**src/hw/rtl/roulette_wheel_select_core_assert.svh**
```systemverilog
// Assertion macros for the roulette wheel select core.
`ifndef ROULETTE_WHEEL_SELECT_CORE_ASSERT_SVH
`define ROULETTE_WHEEL_SELECT_CORE_ASSERT_SVH

// Same-cycle implication, sampled on clock, off during reset.
`define RWS_ASSERT_NOW(label, ante, cons, msg) \
   label: assert property (@(posedge clock) disable iff (reset) (ante) |-> (cons)) \
      else $error(msg);

// Next-cycle implication, sampled on clock, off during reset.
`define RWS_ASSERT_NEXT(label, ante, cons, msg) \
   label: assert property (@(posedge clock) disable iff (reset) (ante) |=> (cons)) \
      else $error(msg);

`endif

```
**src/hw/rtl/rws_pkg.sv**
```systemverilog
// Shared types and constants for the roulette wheel select core.
package rws_pkg;

   localparam int KIND_W              = 2;
   localparam int WEIGHT_W            = 32;
   localparam int FRAC_W              = 16;
   localparam int INDEX_W             = 8;
   localparam int PROD_W              = WEIGHT_W + FRAC_W;
   localparam int MAX_ENTRIES_DEFAULT = 256;

   localparam logic [KIND_W-1:0] KIND_APPEND = 2'd0;
   localparam logic [KIND_W-1:0] KIND_SELECT = 2'd1;
   localparam logic [KIND_W-1:0] KIND_CLEAR  = 2'd2;

   typedef enum logic [2:0] {
      ST_IDLE,
      ST_TOTAL,
      ST_MUL,
      ST_FETCH,
      ST_CMP
   } state_type;

   // controller -> datapath
   typedef struct packed {
      logic append;
      logic clear;
      logic start_search;
      logic read_total;
      logic load_prod;
      logic go_left;
      logic go_right;
      logic finish_lo;
      logic finish_mid;
      logic finish_err;
   } cmd_type;

   // datapath -> controller
   typedef struct packed {
      logic count_zero;
      logic search_done;
      logic below_a;
      logic below_b;
   } status_type;

endpackage

```
**src/hw/rtl/rws_ctrl.sv**
```systemverilog
// Controller state machine for the roulette wheel select core.
module rws_ctrl (
   input  logic                            clock,
   input  logic                            reset,
   input  logic                            start,
   input  logic [rws_pkg::KIND_W-1:0]      req_kind,
   input  rws_pkg::status_type             status,
   output rws_pkg::cmd_type                cmd,
   output logic                            busy
);

   rws_pkg::state_type state_ff, state_in;

   always_ff @(posedge clock) begin
      if (reset) begin
         state_ff <= rws_pkg::ST_IDLE;
      end else begin
         state_ff <= state_in;
      end
   end

   // next state
   always_comb begin
      state_in = state_ff;
      case (state_ff)
         rws_pkg::ST_IDLE: begin
            if (start && req_kind == rws_pkg::KIND_SELECT && !status.count_zero) begin
               state_in = rws_pkg::ST_TOTAL;
            end
         end
         rws_pkg::ST_TOTAL: state_in = rws_pkg::ST_MUL;
         rws_pkg::ST_MUL:   state_in = rws_pkg::ST_FETCH;
         rws_pkg::ST_FETCH: begin
            state_in = status.search_done ? rws_pkg::ST_IDLE : rws_pkg::ST_CMP;
         end
         rws_pkg::ST_CMP: begin
            if (status.below_a || !status.below_b) begin
               state_in = rws_pkg::ST_FETCH;
            end else begin
               state_in = rws_pkg::ST_IDLE;
            end
         end
         default: state_in = rws_pkg::ST_IDLE;
      endcase
   end

   // outputs
   always_comb begin
      cmd  = '0;
      busy = 1'b1;
      case (state_ff)
         rws_pkg::ST_IDLE: begin
            busy = 1'b0;
            if (start) begin
               case (req_kind)
                  rws_pkg::KIND_APPEND: cmd.append = 1'b1;
                  rws_pkg::KIND_CLEAR:  cmd.clear  = 1'b1;
                  rws_pkg::KIND_SELECT: begin
                     cmd.finish_err   = status.count_zero;
                     cmd.start_search = !status.count_zero;
                  end
                  default: cmd = '0;
               endcase
            end
         end
         rws_pkg::ST_TOTAL: cmd.read_total = 1'b1;
         rws_pkg::ST_MUL:   cmd.load_prod  = 1'b1;
         rws_pkg::ST_FETCH: cmd.finish_lo  = status.search_done;
         rws_pkg::ST_CMP: begin
            if (status.below_a) begin
               cmd.go_left = 1'b1;
            end else if (!status.below_b) begin
               cmd.go_right = 1'b1;
            end else begin
               cmd.finish_mid = 1'b1;
            end
         end
         default: busy = 1'b1;
      endcase
   end

endmodule

```
**config.mk**
```make
export PLATFORM = sky130hd
export DESIGN_NAME = rws_ctrl
export DESIGN_NICKNAME = d
export VERILOG_FILES = /design/src/hw/rtl/roulette_wheel_select_core_assert.svh /design/src/hw/rtl/rws_pkg.sv /design/src/hw/rtl/rws_ctrl.sv
export SDC_FILE = /design/constraint.sdc
export NUM_CORES = 1
export LEC_CHECK = 0
export ABC_CLOCK_PERIOD_IN_PS = 1440
export BUFFER_PORTS_ARGS = -buffer_cell sky130_fd_sc_hd__buf_2
export CORE_AREA = 10 10 47 49
export CTS_CLUSTER_SIZE = 12
export DETAILED_ROUTE_END_ITERATION = 8
export DIE_AREA = 0 0 57 59
export HOLD_SLACK_MARGIN = 0.12
export PLACE_DENSITY = 0.51
export SLEW_MARGIN = 5
export SYNTH_ARGS = -nofsm -noshare
export SYNTH_HDL_FRONTEND = slang
export SYNTH_SLANG_ARGS = --single-unit
```
**constraint.sdc**
```tcl
create_clock -name clock -period 1.44 [get_ports clock]
set_input_delay 0.216 -clock clock [delete_from_list [all_inputs] [get_ports clock]]
set_output_delay 0.216 -clock clock [all_outputs]
set_load 0.05 [all_outputs]
```
# Word level (Yosys, flattened, before mapping)
# Index checks and enable logic that the tools add are counted.
[classes]
mux = 22
reduce_logical = 7
n_eq_ne = 7
[op_table]
columns = ["operator", "count"]
rows = [
  ["3-bit case mux with 5 select lines", 1],
  ["1-bit two-way mux", 11],
  ["10-bit two-way mux", 1],
  ["3-bit two-way mux", 3],
  ["1-bit case mux with 2 select lines", 4],
  ["3-bit by 2-bit == test with 1-bit output, second input constant", 2],
  ["2-bit case mux with 2 select lines", 1],
  ["3-bit by 1-bit == test with 1-bit output, second input constant", 1],
  ["3-bit == test, second input constant", 1],
  ["3-bit logical NOT", 1],
  ["2-bit by 1-bit == test with 1-bit output, second input constant", 1],
  ["2-bit == test, second input constant", 1],
  ["1-bit logical AND", 2],
  ["1-bit logical NOT", 2],
  ["2-bit logical NOT", 1],
  ["2-bit two-way mux", 1],
  ["2-bit inequality test, second input constant", 1],
  ["1-bit logical OR", 1],
]
[totals]
regBits = 3
out_inout_bits = 11
in_bits = 9
elab_cells = 37

# Depth between registers and ports, before layout
[logic_depth]
depth_word = 5
depth_mapped = 4
depth_no_buf = 3

# Least setup slack after synthesis
# OpenSTA, ideal clock, no wires.
[synth_path]
kind = "reg2out"
startpoint = "reg state_ff[1]"
endpoint = "out cmd[0] (netlist name)"
t_arrival_ns = 2.123
t_required_ns = 1.224
stages_incl_launch_ff = 5
path_buffers = 2
path_slack_ns = -0.899
cell_sequence = "dfxtp_1 buf_6 or3_1 clkbuf_2 nor3_1"
[synth_rtl]
columns = ["item", "line_no", "source"]
rows = [
  ["start: declaration", "rws_ctrl.sv:12", "rws_pkg::state_type state_ff, state_in;"],
  ["start signal: assignment", "rws_ctrl.sv:16", "state_ff <= rws_pkg::ST_IDLE;"],
  ["start signal: assignment", "rws_ctrl.sv:18", "state_ff <= state_in;"],
  ["end: declaration", "rws_ctrl.sv:8", "output rws_pkg::cmd_type cmd,"],
]

==> flow_summary.ini <==
[status]
status = finished with violations
violations = negative setup slack

[global_routing]
grt_pass1_wl_um = 1520
grt_pass1_vias = 359
initial_antenna_violation_count = 0
globalRouteOverflowTotal = 0
grt_max_degree = 7
grtUsageTotal = 0.0564

[logic_synthesis]
ys_top_cells_by_area = dfxtp_1 (24%), nor3_1 (10%), and2b_2 (7.0%)
synthesis.instances = 32
complex_gate_fraction_of_the_synthesized_area = 0.0850
synth_sequential_area_ratio = 0.240
netlist_top_cells_count = nor3_1 (5), dfxtp_1 (3), nor2_1 (3)
mappedNetlistArea_um2 = 250
combinational_family_with_the_most_area_after_synthesis = simple AND/OR/NAND/NOR gates
synth.largest_area_cell = dfxtp_1
synthesized_area_fraction_occupied_by_adder_cells = 0
post-synth-top-area-fraction = 0.240
synth-xor-area-share = 0.0350
yosys_warnings = 0
yosys.cell_types.count = 20
synth.area.mux_share = 0
syn_nets = 41
synth_seq_cells = 3
synth_ff_type = dfxtp_1
synth.avg_cell_area_um2 = 7.82
synthSimpleGateAreaFrac = 0.545
ys_async_sr_fraction = 0
synth_enable_flop_cells = 0
synthMostInstantiatedCell = nor3_1

[worst_setup_path]
count_of_cells_along_the_worst_register_to_register_path = 3
cp_data_arrival_time_ns = 1.46
worstSetupPathType = register to output pin
crit_family = simple AND/OR/NAND/NOR gates
crit_end = cmd[9]
crit_chain = or3_4, nor4b_4, buf_6
cp.buffers_inverters = 1
critPathCaptureType = output pin
cp_data_required_time_ns = 1.22
cpMaxStageDelayCell = or3_4
crit_path_start = state_ff[2]
worstReg2RegStart = state_ff[1]
worst-path-max-fanout = 5
rr_endpoint = state_ff[1]
slack_of_the_worst_reg_to_reg_path_ns = 0.31
crit_path_start_kind = register
crit_cells = 3
largest_stage_delay_worst_path_ns = 0.45

[timing]
period_utilization_post_route = 1.17
grt_setup_unrepaired = yes
fin_setup_tns_ns = -1.05
slew_headroom = 0.827
timing_max_transition_violations_final = 0
setup_viol = 11
setup_slack_ns = -0.239
finalClockSkew_ns = 0.00153
period_minus_slack_ns = 1.68
fmax_mhz = 595
final_hold_viol_count = 0
tightest_slew_ns = 0.259

[power_and_ir_drop]
power_per_cell_area_mw_per_mm2 = 633
leakage_nw = 0.252
worst_ir_drop_vdd_mv = 0.318
totalPowerFinal_mw = 0.370

[final_layout]
largest_register_ffs = 3
layout-drive-gt1-share = 0.741
syn_to_final_growth_pct = 133
biggest_registers_after_layout = state_ff (3)
regMostFlops = state_ff
fin_cells = 74
filler_cell_count = 147
finalCoreUtilization = 0.417
insertedDiodeCount = 0
nets = 68

[cts]
ctsHtreeMaxLevel = 1
cts-buffers-inserted = 3
cts_root_buf = clkbuf_4
cts.path.max_buffers = 2
clkTransAtPathRegs_ns = 0.03
clock_latency_ns = 0.23
cts_tree = yes
clock-sinks = 3

[die]
die_x_um = 57
die-area_mm2 = 0.00336
floorplan.rows = 14
floorplan.core_area_mm2 = 0.00140
die-height_um = 59
start_util = 0.179
io_pins = 20

[routing]
drtPass1Iterations = 2
routed_wire_length_per_instance_um = 11.8
detail_route.drc_violations = 0
initialDrtViolationCount = 3
route.final.wire_length_um = 875
antenna_violating_nets_left = 0
vias_per_cell = 4.36
vias = 323

[job]
maxCapViolations = 0

[placement]
dp_cells = 68
buffer_ports.inserted = 19
gp_congestion = 0.684
dpl_worst_slack_ns = -0.123
post_dp_hpwl_um = 688

[min_path]
hold_class = input pin to register
==> metrics by stage <==
step | instance area, µm² | hold WS, ns
4_1_cts | 577 | 0.141
3_5_place_dp | 443 | 0.392
2_1_floorplan | 342 | 0.288
6_report | 584 | 0.166
5_1_grt | 584 | 0.166
3_3_place_gp | 443 | 0.397
==> power by group <==
group	internal (mW)	switching [mW]	leakage (nW)
clock	0.104	0.0402	0.0150
combinational	0.0528	0.0835	0.211
sequential	0.0874	0.00255	0.0257
==> logic make-up after synthesis <==
kind of cell	Yosys count
compound gates	3
xor+xnor	1
buf+inv	4
flops	3
simple gates	21
==> worst min path at each step <==
stage / start / end / slack (ns) / cells after the start
floorplan: reset / state_ff[1] / 0.29 / 1
global placement: status[2] / state_ff[2] / 0.40 / 2
detailed placement: status[2] / state_ff[2] / 0.39 / 2
CTS: status[2] / state_ff[2] / 0.14 / 2
global route: status[2] / state_ff[2] / 0.17 / 2
finish: status[2] / state_ff[2] / 0.17 / 2
==> area by class of cell <==
class | instances | area, µm² | share of cell area
clock buffer | 4 | 26.3 | 0.0450
tap | 16 | 20.0 | 0.0343
multi-input combinational | 25 | 256 | 0.439
sequential | 3 | 63.8 | 0.109
inverter | 2 | 7.51 | 0.0128
timing repair buffer | 24 | 210 | 0.360
==> metal layers <==
layer,share of wire,up-vias,track usage,routed length [µm]
met5,0,-,0,0
met4,0,0,0.0503,0
met3,0.13,0,0.0322,111
met2,0.46,15,0.0729,405
met1,0.41,144,0.0635,359
li1,-,164,-,-
==> cell usage in the layout (no fill, tap or decap) <==
| master | instances |
|---|---|
| buf_6 | 10 |
| nor3_4 | 4 |
| buf_8 | 2 |
| nor2_1 | 2 |
| clkbuf_1 | 1 |
| nor2b_1 | 1 |
| nand2_1 | 2 |
| nor4b_1 | 1 |
| nor4b_4 | 1 |
| inv_1 | 2 |
| buf_4 | 3 |
| nor2_4 | 1 |
| or3_4 | 1 |
| o21ai_0 | 1 |
| nor2b_4 | 1 |
| clkbuf_4 | 3 |
| dfxtp_2 | 3 |
| o22a_1 | 1 |
| nor3b_4 | 1 |
| o21a_1 | 1 |
| xnor2_1 | 1 |
| or3b_4 | 1 |
| nand3b_1 | 1 |
| and2b_2 | 2 |
| and3_4 | 1 |
| nor3_1 | 1 |
| buf_2 | 9 |
==> repair_timing <==
action | CTS | global route
setup endpoints to repair | 10 | 11
setup buffers | 2 | 1
hold buffers | 0 | 0
pin swaps | 7 | 5
resized for setup | 29 | 3
No activity file was read; power rests on OpenSTA's default activity.
